[src/rtl/sshash_pkg.sv]
// sshash_pkg: shared types and byte/word helpers for the signed stream hash.
// No dependencies; used by every module of the signed_stream_hash32 unit.
package sshash_pkg;

    localparam int unsigned HashW  = 32;
    localparam int unsigned LenW   = 31;
    localparam int unsigned ByteW  = 8;
    localparam int unsigned PendN  = 3;
    localparam int unsigned PhaseW = 2;

    // Handoff from the absorb stage to the finishing pipeline.
    typedef struct packed {
        logic [HashW-1:0]              h;
        logic [PhaseW-1:0]             phase;
        logic [PendN-1:0][ByteW-1:0]   bytes;
    } fin_item_t;

    // Absorb state, exposed for checks at the top level.
    typedef struct packed {
        logic              in_message;
        logic [PhaseW-1:0] phase;
    } absorb_status_t;

    function automatic logic [HashW-1:0] sext8(input logic [ByteW-1:0] b);
        return {{(HashW-ByteW){b[ByteW-1]}}, b};
    endfunction

    // Big-endian 16-bit word from two signed bytes, sign-extended to 32 bits.
    function automatic logic [HashW-1:0] word16(input logic [ByteW-1:0] hi,
                                                input logic [ByteW-1:0] lo);
        logic [15:0] w;
        w = {hi, 8'h00} + {{8{lo[ByteW-1]}}, lo};
        return {{16{w[15]}}, w};
    endfunction

    function automatic logic [HashW-1:0] asr(input logic [HashW-1:0] x,
                                             input int unsigned n);
        return HashW'($signed(x) >>> n);
    endfunction

endpackage

[src/rtl/sshash_in_if.sv]
// sshash_in_if: byte stream channel (valid/ready plus one message byte, its message_length and a last_byte flag).
// Depends on sshash_pkg for field widths.
interface sshash_in_if;
    logic                          valid;
    logic                          ready;
    logic [sshash_pkg::ByteW-1:0]  data_byte;
    logic [sshash_pkg::LenW-1:0]   message_length;
    logic                          last_byte;

    modport source (output valid, output data_byte, output message_length,
                     output last_byte, input ready);
    modport sink   (input valid, input data_byte, input message_length,
                     input last_byte, output ready);
endinterface

[src/rtl/sshash_out_if.sv]
// sshash_out_if: hash result channel (valid/ready plus signed 32-bit hash).
// Depends on sshash_pkg for field widths.
interface sshash_out_if;
    logic                                valid;
    logic                                ready;
    logic signed [sshash_pkg::HashW-1:0] hash_value;

    modport source (output valid, output hash_value, input ready);
    modport sink   (input valid, input hash_value, output ready);
endinterface

[src/rtl/sshash_absorb.sv]
// sshash_absorb: per-byte state update (byte buffering and group mixing round).
// Depends on sshash_pkg and sshash_in_if; feeds sshash_finish.
module sshash_absorb (
    input  logic                       clk,
    input  logic                       rst_n,
    sshash_in_if.sink                  byte_stream,
    input  logic                       fin_ready,
    output logic                       fin_valid,
    output sshash_pkg::fin_item_t      fin,
    output sshash_pkg::absorb_status_t status
);

    logic [sshash_pkg::HashW-1:0]                        running_hash_reg;
    logic [sshash_pkg::HashW-1:0]                        running_hash_next;
    logic [sshash_pkg::PendN-1:0][sshash_pkg::ByteW-1:0] pending_reg;
    logic [sshash_pkg::PendN-1:0][sshash_pkg::ByteW-1:0] pending_next;
    logic [sshash_pkg::PhaseW-1:0]                       phase_reg;
    logic [sshash_pkg::PhaseW-1:0]                       phase_next;
    logic                                                in_message_reg;
    logic                                                in_message_next;

    logic                                accept;
    logic                                empty_msg;
    logic [sshash_pkg::HashW-1:0]        h_start;
    logic [sshash_pkg::PhaseW-1:0]       phase_start;
    logic [sshash_pkg::HashW-1:0]        h_round;
    logic [sshash_pkg::HashW-1:0]        h_mixed;
    logic [sshash_pkg::PhaseW-1:0]       phase_upd;

    function automatic logic [sshash_pkg::HashW-1:0] group_round(
        input logic [sshash_pkg::HashW-1:0]  h_in,
        input logic [sshash_pkg::ByteW-1:0]  b0,
        input logic [sshash_pkg::ByteW-1:0]  b1,
        input logic [sshash_pkg::ByteW-1:0]  b2,
        input logic [sshash_pkg::ByteW-1:0]  b3
    );
        logic [sshash_pkg::HashW-1:0] h;
        logic [sshash_pkg::HashW-1:0] t;
        h = h_in + sshash_pkg::word16(b0, b1);
        t = (sshash_pkg::word16(b2, b3) << 11) ^ h;
        h = (h << 16) ^ t;
        h = h + sshash_pkg::asr(h, 11);
        return h;
    endfunction

    assign byte_stream.ready = fin_ready;
    assign accept    = byte_stream.valid && byte_stream.ready;
    assign empty_msg = !in_message_reg && (byte_stream.message_length == '0);

    // First byte of a message seeds with the length and restarts the group.
    assign h_start     = in_message_reg ? running_hash_reg
                                        : {1'b0, byte_stream.message_length};
    assign phase_start = in_message_reg ? phase_reg : '0;

    assign h_round = group_round(h_start, pending_reg[0], pending_reg[1],
                                 pending_reg[2], byte_stream.data_byte);

    always_comb
    begin
        pending_next = pending_reg;
        if (phase_start == 2'd3)
        begin
            h_mixed   = h_round;
            phase_upd = '0;
        end
        else
        begin
            h_mixed   = h_start;
            phase_upd = phase_start + 2'd1;
            for (int k = 0; k < sshash_pkg::PendN; k++)
            begin
                if (phase_start == sshash_pkg::PhaseW'(k))
                begin
                    pending_next[k] = byte_stream.data_byte;
                end
            end
        end
    end

    always_comb
    begin
        running_hash_next = running_hash_reg;
        phase_next        = phase_reg;
        in_message_next   = in_message_reg;
        if (accept && !empty_msg)
        begin
            running_hash_next = h_mixed;
            if (byte_stream.last_byte)
            begin
                phase_next      = '0;
                in_message_next = 1'b0;
            end
            else
            begin
                phase_next      = phase_upd;
                in_message_next = 1'b1;
            end
        end
    end

    // Empty message hands zero to the finisher; the avalanche keeps it zero.
    assign fin_valid = accept && (empty_msg || byte_stream.last_byte);
    always_comb
    begin
        if (empty_msg)
        begin
            fin.h     = '0;
            fin.phase = '0;
        end
        else
        begin
            fin.h     = h_mixed;
            fin.phase = phase_upd;
        end
        fin.bytes = pending_next;
    end

    assign status.in_message = in_message_reg;
    assign status.phase      = phase_reg;

    always_ff @(posedge clk or negedge rst_n)
    begin
        if (!rst_n)
        begin
            running_hash_reg <= '0;
            phase_reg        <= '0;
            in_message_reg   <= 1'b0;
        end
        else
        begin
            running_hash_reg <= running_hash_next;
            phase_reg        <= phase_next;
            in_message_reg   <= in_message_next;
        end
    end

    always_ff @(posedge clk)
    begin
        if (accept && !empty_msg)
        begin
            pending_reg <= pending_next;
        end
    end

endmodule

[src/rtl/sshash_finish.sv]
// sshash_finish: tail rule and six-step avalanche, pipelined over three stages,
// ending in the result register. Depends on sshash_pkg and sshash_out_if.
module sshash_finish (
    input  logic                  clk,
    input  logic                  rst_n,
    input  logic                  fin_valid,
    output logic                  fin_ready,
    input  sshash_pkg::fin_item_t fin,
    sshash_out_if.source          hash_stream
);

    logic                         s1_valid_reg;
    sshash_pkg::fin_item_t        s1_reg;
    logic                         s2_valid_reg;
    logic [sshash_pkg::HashW-1:0] s2_reg;
    logic                         s3_valid_reg;
    logic [sshash_pkg::HashW-1:0] s3_reg;
    logic                         out_valid_reg;
    logic [sshash_pkg::HashW-1:0] out_reg;

    logic s1_ready;
    logic s2_ready;
    logic s3_ready;
    logic out_ready;

    function automatic logic [sshash_pkg::HashW-1:0] tail_mix(
        input sshash_pkg::fin_item_t f
    );
        logic [sshash_pkg::HashW-1:0] h;
        h = f.h;
        case (f.phase)
            2'd3:
            begin
                h = h + sshash_pkg::word16(f.bytes[0], f.bytes[1]);
                h = h ^ (h << 16);
                h = h ^ (sshash_pkg::sext8(f.bytes[2]) << 18);
                h = h + sshash_pkg::asr(h, 11);
            end
            2'd2:
            begin
                h = h + sshash_pkg::word16(f.bytes[0], f.bytes[1]);
                h = h ^ (h << 11);
                h = h + sshash_pkg::asr(h, 17);
            end
            2'd1:
            begin
                h = h + sshash_pkg::sext8(f.bytes[0]);
                h = h ^ (h << 10);
                h = h + sshash_pkg::asr(h, 1);
            end
            default:
            begin
                h = f.h;
            end
        endcase
        return h;
    endfunction

    function automatic logic [sshash_pkg::HashW-1:0] aval_front(
        input logic [sshash_pkg::HashW-1:0] h_in
    );
        logic [sshash_pkg::HashW-1:0] h;
        h = h_in ^ (h_in << 3);
        h = h + sshash_pkg::asr(h, 5);
        h = h ^ (h << 4);
        return h;
    endfunction

    function automatic logic [sshash_pkg::HashW-1:0] aval_back(
        input logic [sshash_pkg::HashW-1:0] h_in
    );
        logic [sshash_pkg::HashW-1:0] h;
        h = h_in + sshash_pkg::asr(h_in, 17);
        h = h ^ (h << 25);
        h = h + sshash_pkg::asr(h, 6);
        return h;
    endfunction

    // Each stage moves when it is empty or the next one moves.
    assign out_ready = !out_valid_reg || hash_stream.ready;
    assign s3_ready  = !s3_valid_reg || out_ready;
    assign s2_ready  = !s2_valid_reg || s3_ready;
    assign s1_ready  = !s1_valid_reg || s2_ready;
    assign fin_ready = s1_ready;

    assign hash_stream.valid      = out_valid_reg;
    assign hash_stream.hash_value = $signed(out_reg);

    always_ff @(posedge clk or negedge rst_n)
    begin
        if (!rst_n)
        begin
            s1_valid_reg  <= 1'b0;
            s2_valid_reg  <= 1'b0;
            s3_valid_reg  <= 1'b0;
            out_valid_reg <= 1'b0;
        end
        else
        begin
            if (s1_ready)
            begin
                s1_valid_reg <= fin_valid;
            end
            if (s2_ready)
            begin
                s2_valid_reg <= s1_valid_reg;
            end
            if (s3_ready)
            begin
                s3_valid_reg <= s2_valid_reg;
            end
            if (out_ready)
            begin
                out_valid_reg <= s3_valid_reg;
            end
        end
    end

    always_ff @(posedge clk)
    begin
        if (s1_ready && fin_valid)
        begin
            s1_reg <= fin;
        end
        if (s2_ready && s1_valid_reg)
        begin
            s2_reg <= tail_mix(s1_reg);
        end
        if (s3_ready && s2_valid_reg)
        begin
            s3_reg <= aval_front(s2_reg);
        end
        if (out_ready && s3_valid_reg)
        begin
            out_reg <= aval_back(s3_reg);
        end
    end

endmodule

[src/rtl/signed_stream_hash32_unit.sv]
// signed_stream_hash32_unit: top level of the streaming signed 32-bit hash.
// Depends on sshash_pkg, sshash_in_if, sshash_out_if, sshash_absorb, sshash_finish.

// Takes one message byte per clock on byte_stream while byte_stream.ready is high,
// a rate set by the running-hash feedback path in the absorb stage (one mixing
// round: two 32-bit adds), and returns one signed 32-bit hash on hash_stream per
// message. The last_byte item (or the lone item of an empty message, whose length
// is 0 and whose hash is 0) passes s1_reg, s2_reg, s3_reg and out_reg before
// hash_stream.valid rises. message_length is sampled only on the first byte of a
// message. The tail rule and the avalanche run in a three-stage pipeline ending in
// the result register, so a held result stalls input only once all stages are full.
module signed_stream_hash32_unit (
    input  logic         clk,
    input  logic         rst_n,
    sshash_in_if.sink    byte_stream,
    sshash_out_if.source hash_stream
);

    logic                       fin_valid;
    logic                       fin_ready;
    sshash_pkg::fin_item_t      fin;
    sshash_pkg::absorb_status_t status;

    sshash_absorb u_absorb (
        .clk         (clk),
        .rst_n       (rst_n),
        .byte_stream (byte_stream),
        .fin_ready   (fin_ready),
        .fin_valid   (fin_valid),
        .fin         (fin),
        .status      (status)
    );

    sshash_finish u_finish (
        .clk         (clk),
        .rst_n       (rst_n),
        .fin_valid   (fin_valid),
        .fin_ready   (fin_ready),
        .fin         (fin),
        .hash_stream (hash_stream)
    );

`ifndef SYNTHESIS
    // Between messages no bytes are buffered.
    a_idle_phase: assert property (@(posedge clk) disable iff (!rst_n)
        !status.in_message |-> status.phase == '0)
        else $error("byte phase nonzero while idle");

    // Input backpressure only comes from a full pipe behind a held result.
    a_stall_cause: assert property (@(posedge clk) disable iff (!rst_n)
        !byte_stream.ready |-> (hash_stream.valid && !hash_stream.ready))
        else $error("input stalled without a held result");

    // A non-final byte of a non-empty message leaves the block inside a message.
    a_open_msg: assert property (@(posedge clk) disable iff (!rst_n)
        (byte_stream.valid && byte_stream.ready && !byte_stream.last_byte
         && (status.in_message || byte_stream.message_length != '0))
        |=> status.in_message)
        else $error("message closed early");

    // The final byte closes the message.
    a_close_msg: assert property (@(posedge clk) disable iff (!rst_n)
        (byte_stream.valid && byte_stream.ready && byte_stream.last_byte)
        |=> !status.in_message)
        else $error("message not closed on last byte");
`endif

endmodule
[src/flat_wrapper.sv]
// flat-port wrapper written by rule: the top's interface ports become plain ports
module signed_stream_hash32_unit_flat 
  (clk, rst_n, byte_stream_valid, byte_stream_data_byte, byte_stream_message_length, byte_stream_last_byte, byte_stream_ready, hash_stream_valid, hash_stream_hash_value, hash_stream_ready);
  sshash_in_if byte_stream_i ();
  sshash_out_if hash_stream_i ();
  input  logic clk;
  input  logic rst_n;
  input wire logic [$bits(byte_stream_i.valid)-1:0] byte_stream_valid;
  input wire logic [$bits(byte_stream_i.data_byte)-1:0] byte_stream_data_byte;
  input wire logic [$bits(byte_stream_i.message_length)-1:0] byte_stream_message_length;
  input wire logic [$bits(byte_stream_i.last_byte)-1:0] byte_stream_last_byte;
  output wire logic [$bits(byte_stream_i.ready)-1:0] byte_stream_ready;
  output wire logic [$bits(hash_stream_i.valid)-1:0] hash_stream_valid;
  output wire logic [$bits(hash_stream_i.hash_value)-1:0] hash_stream_hash_value;
  input wire logic [$bits(hash_stream_i.ready)-1:0] hash_stream_ready;
  assign byte_stream_i.valid = byte_stream_valid;
  assign byte_stream_i.data_byte = byte_stream_data_byte;
  assign byte_stream_i.message_length = byte_stream_message_length;
  assign byte_stream_i.last_byte = byte_stream_last_byte;
  assign byte_stream_ready = byte_stream_i.ready;
  assign hash_stream_valid = hash_stream_i.valid;
  assign hash_stream_hash_value = hash_stream_i.hash_value;
  assign hash_stream_i.ready = hash_stream_ready;
  signed_stream_hash32_unit u_core (.clk(clk), .rst_n(rst_n), .byte_stream(byte_stream_i), .hash_stream(hash_stream_i));
endmodule
[config.mk]
export PLATFORM = sky130hd
export DESIGN_NAME = signed_stream_hash32_unit_flat
export DESIGN_NICKNAME = d
export VERILOG_FILES = /design/src/rtl/sshash_pkg.sv /design/src/rtl/sshash_in_if.sv /design/src/rtl/sshash_out_if.sv /design/src/rtl/sshash_absorb.sv /design/src/rtl/sshash_finish.sv /design/src/rtl/signed_stream_hash32_unit.sv /design/src/flat_wrapper.sv
export SDC_FILE = /design/constraint.sdc
export NUM_CORES = 1
export LEC_CHECK = 0
export BUFFER_PORTS_ARGS = -buffer_cell sky130_fd_sc_hd__buf_2
export CAP_MARGIN = 30
export CELL_PAD_IN_SITES_DETAIL_PLACEMENT = 1
export CELL_PAD_IN_SITES_GLOBAL_PLACEMENT = 2
export CORE_MARGIN = 2
export CORE_UTILIZATION = 41
export CTS_CLUSTER_SIZE = 24
export DETAILED_ROUTE_END_ITERATION = 10
export PLACE_DENSITY_LB_ADDON = 0.08
export SLEW_MARGIN = 20
export SYNTH_ARGS = -nofsm -noshare
export SYNTH_HDL_FRONTEND = slang
export SYNTH_SLANG_ARGS = --single-unit
export TNS_END_PERCENT = 50
[constraint.sdc]
create_clock -name clk -period 8.5 [get_ports clk]
set_clock_uncertainty 0.2 [all_clocks]
set_input_delay 0 -clock clk [delete_from_list [all_inputs] [get_ports clk]]
set_output_delay 0 -clock clk [all_outputs]
set_load 0.02 [all_outputs]
## Word level (Yosys, flattened, before mapping)

Cells that the tools add are included.

- Input port bits: 44
- Word-level logic and storage cells: 79
- Bits in registers: 217

- Add/subtract/negate cells: 14
- Bitwise gates (word level): 9
- Multiplexer cells: 11
- Eq/ne operators: 6
- Reductions and logical operators: 21

Operators with widths:

| kind | number |
|---|---|
| adder 32 bit | 10 |
| bitwise XOR 32 bit | 9 |
| one-hot mux 32 bit (3 select lines) | 1 |
| two-way mux 32 bit | 2 |
| adder 16 bit | 3 |
| logical NOT 31 bit | 1 |
| two-way mux 24 bit | 1 |
| two-way mux 8 bit | 3 |
| equality test 2 bit (second input constant) | 4 |
| logical AND 1 bit | 8 |
| logical NOT 1 bit | 6 |
| two-way mux 2 bit | 3 |
| logical OR 1 bit | 5 |
| equality test 2 x 1 -> 1 bit (second input constant) | 2 |
| adder 2 x 1 -> 2 bit (second input constant) | 1 |
| logical NOT 2 bit | 1 |
| two-way mux 1 bit | 1 |

## Logic depth before layout (Yosys ltp)

- Depth after elaboration: 8
- Gate-level depth with buffers: 33

## Modules after synthesis

A second synthesis with hierarchy kept.

- Cells, all modules: 2889
- Area total of the unflattened synthesis: 26337.8 sq um

Modules (own cells, without submodules):

| module | sequential area each (sq um) | times used | area each (sq um) | cells each |
|---|---|---|---|---|
| sshash_finish | 4724.5 | 1 | 18422.7 | 1944 |
| sshash_absorb | 1596.5 | 1 | 7915.1 | 945 |

## Worst setup path before layout

OpenSTA, ideal clock, no wires.

- Path kind: register to register
- Start: register u_core.u_finish.s1_reg[15] in the netlist's numbering
- End: register u_core.u_finish.s2_reg[26] in the netlist's numbering, data pin
- Slack: 0.775 ns
- Period minus slack after synthesis: 7.725 ns
- Required time: 8.028 ns
- Stages on the path, launching flop included: 31
- Arrival time: 7.253 ns
- Setup time: 0.272 ns
- Buffers on the path: 0
- Cell sequence: edfxtp_1 ha_1 nand3_1 o2111ai_1 o211ai_1 xnor2_1 xor2_1 ha_1 a21o_1 a211o_1 o21ai_0 o2111a_1 nor2_1 a211o_1 a21oi_1 o21bai_1 a21oi_1 xnor2_1 xor2_1 ha_1 and3_1 a211oi_1 or3_1 o21ai_0 o21ai_0 nand3b_1 a41o_1 a21oi_4 o21ai_0 xor2_1 mux4_2

- Word-level cells in the longest chain between the ends: 6
- Elaborated cells between the ends (all ways): 8

RTL lines:

| element | line | source |
|---|---|---|
| from (decl) | sshash_finish.sv:13 | `sshash_pkg::fin_item_t s1_reg;` |
| from (signal assigned) | sshash_finish.sv:123 | `s1_reg <= fin;` |
| adder 16 bit * | sshash_pkg.sv:32 | `w = {hi, 8'h00} + {{8{lo[ByteW-1]}}, lo};` |
| adder 32 bit * | sshash_finish.sv:34, sshash_finish.sv:41 |  |
| bitwise XOR 32 bit | sshash_finish.sv:35 | `h = h ^ (h << 16);` |
| bitwise XOR 32 bit | sshash_finish.sv:36 | `h = h ^ (sshash_pkg::sext8(f.bytes[2]) << 18);` |
| adder 32 bit | sshash_finish.sv:37 | `h = h + sshash_pkg::asr(h, 11);` |
| one-hot mux 32 bit (3 select lines) * | sshash_finish.sv:31 | `case (f.phase)` |
| to (signal assigned) | sshash_finish.sv:127 | `s2_reg <= tail_mix(s1_reg);` |
| to (decl) | sshash_finish.sv:15 | `logic [sshash_pkg::HashW-1:0] s2_reg;` |

Mark *: on every way between the ends. The rest lies on a longest branch, timed or not.
A chain may end at the register's enable or synchronous reset.

## Worst setup path in the final report

- Start: register u_core.u_finish.s1_reg[15] in the netlist's numbering
- End: register u_core.u_finish.s2_reg[30] in the netlist's numbering, data pin

Same word-level chain as after synthesis.

==> impl_metrics.yaml <==
synth:
  synth_compound_area_share_pct: 19.99
  ys.flop_type: "edfxtp_1"
  yosys.area_share.simple_pct: 12.51
  synthAdderAreaFrac_pct: 17.83
  muxShareOfSynthArea_pct: 5.408
  synth_fp_nets: 3091
  yosysWarningCount: 0
  syn_inst: 2702
  yosysUniqueCellTypes: 72
  yosysSeqAreaShare_pct: 25.53
  synth-xor-area-share_pct: 16.31
  synth_top_family_by_area: "compound AO/OA/AOI/OAI gates"
  synth_area_mm2: 0.02476
  synth_seq_cells: 217
  synthArstFlopShare_pct: 17.97
  synth_edf_count: 178
  syn_area_per_cell_um2: 9.162
final_layout:
  syn_to_final_growth_pct: 12.12
  largest_reg_flops: 58
  drive_gt1_share_pct: 10.17
  fin_nets: 3239
  fillers: 6926
job:
  drv_cap: 0
timing:
  tightest_slew_ns: 0.9892
  relSlewSlack_pct: 33.58
  whs_ns: 0.03485
  final-setup-viol-count: 0
  slew_viol_final: 0
  period_needed_ns: 8.030
  hold_viol_final: 0
  fin_crit_sh_pct: 94.47
  max_freq_mhz: 124.5
drt:
  drtPass1Iterations: 5
  viasPerCell: 5.794
  ant_nets: 0
  via_count: 21170
  remaining_drc_errors: 0
  drtIter0Drc: 1133
  wl_per_cell_um: 24.12
  drt-total-wl_mm: 88.12
place:
  io_buffers: 77
  dp_hpwl_mm: 73.55
  gp_congestion: 0.9493
setup_path:
  critPathArrivalTime_ns: 8.15
  cpMaxStageDelayCell: "edfxtp_1"
  worst_setup_path_end_kind: "flip-flop"
  start_kind: "flip-flop"
  r2r_setup_slack_ns: 0.47
  reg2reg_from: "u_core.u_finish.s1_reg[15]"
  r2r_cells: 33
  crit_required_ns: 8.61
  reg2reg_to: "u_core.u_finish.s2_reg[30]"
  cp_max_fo: 16
  crit_type: "flip-flop to flip-flop"
  max_stage_delay_ns: 0.51
die:
  fp.dieW_um: 249.7
  dieArea_mm2: 0.06236
  initial_core_util_pct: 41.25
  core_area_mm2: 0.06002
  rows: 90
  ios: 78
  die_y_um: 249.7
worst_hold_path:
  min_from: "byte_stream_data_byte[7]"
  whs_path_depth: 3
  min_to: "u_core.u_finish.s1_reg[7]"
  hp-class: "input pin to flip-flop"
clocking:
  clockBufferDepth: 3
  clock_tree.root_cell: "clkbuf_16"
  clkLatencyLatePin_ns: 0.58
  clk_pin_slew_ns: 0.06
  cts_buffers: 28
  cts_tree: "yes"
  cts.sinks: 217
  ctsHtreeMaxLevel: 1
grt:
  grt_max_degree: 71
  grt_pass1_vias: 22200
  overflow: 0
  grt_use_total_pct: 28.04
  grt_pass1_wl_mm: 133.8
  antenna_found_initial: 3
outcome:
  status: "complete, no violations"
-- critical path, delay by kind of cell, from the launching register on --
family / cells / cell delay, ns
AOI/OAI and AO/OA: 16 / 3.15
xor gates and xnor gates: 4 / 1.07
adders and majority gates: 3 / 0.89
buffers and inverters: 3 / 0.56
DFF: 1 / 0.51
muxes: 1 / 0.14
and+or+nand+nor: 6 / 1.24
-- final cells by class --
| class | count | area (µm²) | share of cell area [%] |
|---|---|---|---|
| repair buffers | 163 | 1161 | 4.183 |
| well taps | 782 | 978.4 | 3.525 |
| inverters | 113 | 424.2 | 1.528 |
| multi-input cells | 2327 | 17990 | 64.80 |
| flip-flops and latches | 217 | 6322 | 22.78 |
| clock buffers | 32 | 737.0 | 2.655 |
| clock inverters | 19 | 145.1 | 0.5229 |
| diodes | 1 | 2.502 | 0.009016 |
-- per-stage QoR --
| stage | utilization [%] | worst slack, ns | cell area (µm²) | setup TNS [ns] | cells |
|---|---|---|---|---|---|
| after floorplan | - | 0.7754 | 24760 | 0 | 2702 |
| after global placement | 43.63 | 0.3639 | 26190 | 0 | 3546 |
| after detailed placement | 43.70 | 0.1164 | 26230 | 0 | 3549 |
| after CTS | 45.91 | 0.06938 | 27550 | 0 | 3644 |
| after global routing | 46.24 | -0.02377 | 27750 | -0.03388 | 3653 |
| final | 46.25 | 0.4697 | 27760 | 0 | 3654 |
-- worst max path at each step --
| stage | from | to | cells after the start |
|---|---|---|---|
| 2_1_floorplan | u_core.u_finish.s1_reg[15] | u_core.u_finish.s2_reg[26] | 30 |
| 3_3_place_gp | u_core.u_finish.s1_reg[15] | u_core.u_finish.s2_reg[30] | 31 |
| 3_5_place_dp | u_core.u_finish.s1_reg[15] | u_core.u_finish.s2_reg[29] | 29 |
| 5_1_grt | u_core.u_finish.s1_reg[15] | u_core.u_finish.s2_reg[30] | 32 |
| 4_1_cts | u_core.u_finish.s1_reg[15] | u_core.u_finish.s2_reg[30] | 31 |
| 6_report | u_core.u_finish.s1_reg[15] | u_core.u_finish.s2_reg[30] | 33 |
-- logic make-up after synthesis --
logic type,Yosys count
muxes,96
xor gates and xnor gates,458
AOI/OAI and AO/OA,771
buffers and inverters,158
adders and majority gates,345
DFF,217
and+or+nand+nor,657
-- cells in the final DEF (no fill, tap or decap), drive strengths merged, types with 25 or more instances in the layout --
cell	instances
nor2	212
nand3	50
o21ai	178
a21oi	219
nor2b	30
o21a	31
dfrtp	39
mux2	52
o21bai	48
nand2	166
inv	114
ha	332
xnor2	286
nor3	37
clkbuf	34
edfxtp	178
buf	117
dlygate4sd3	44
nand2b	38
mux4	25
a21o	115
xor2	170
-- what timing repair did --
item,in CTS,in global routing
endpoints found under the hold margin,136,0
hold buffers,44,0
endpoints found under the setup margin,0,31
buffers inserted,0,7
gates resized for setup,0,27
-- routing by layer --
metal  global-route usage (%)  part of all wire, %
met5                        0                    0
met4                    9.742                  4.0
met3                    4.088                  4.5
met2                    47.97                   47
met1                    36.01                   44
-- cells in the mapped netlist (all sizes together) (16+ instances only) --
cell | n | area (µm²)
xnor2 | 286 | 2505
or3 | 17 | 106.4
mux2 | 52 | 585.6
o21a | 31 | 232.7
mux4 | 25 | 563.0
nor2b | 30 | 187.7
clkbuf | 37 | 138.9
o21ai | 178 | 890.9
edfxtp | 178 | 5345
nand3 | 50 | 250.2
ha | 332 | 4154
nand2 | 166 | 623.1
and3 | 21 | 131.4
mux2i | 19 | 190.2
nand2b | 38 | 237.7
nor2 | 212 | 798.3
o211ai | 23 | 172.7
xor2 | 170 | 1489
nand4 | 20 | 125.1
nor3 | 37 | 185.2
a21oi | 219 | 1107
o21bai | 48 | 360.4
or2 | 16 | 100.1
inv | 113 | 424.2
a211oi | 22 | 182.7
a21o | 115 | 863.3
dfrtp | 39 | 975.9
a31oi | 21 | 131.4
Power is not shown: default switching activity piles up to over one toggle a cycle in this logic, so the estimate is an artifact.
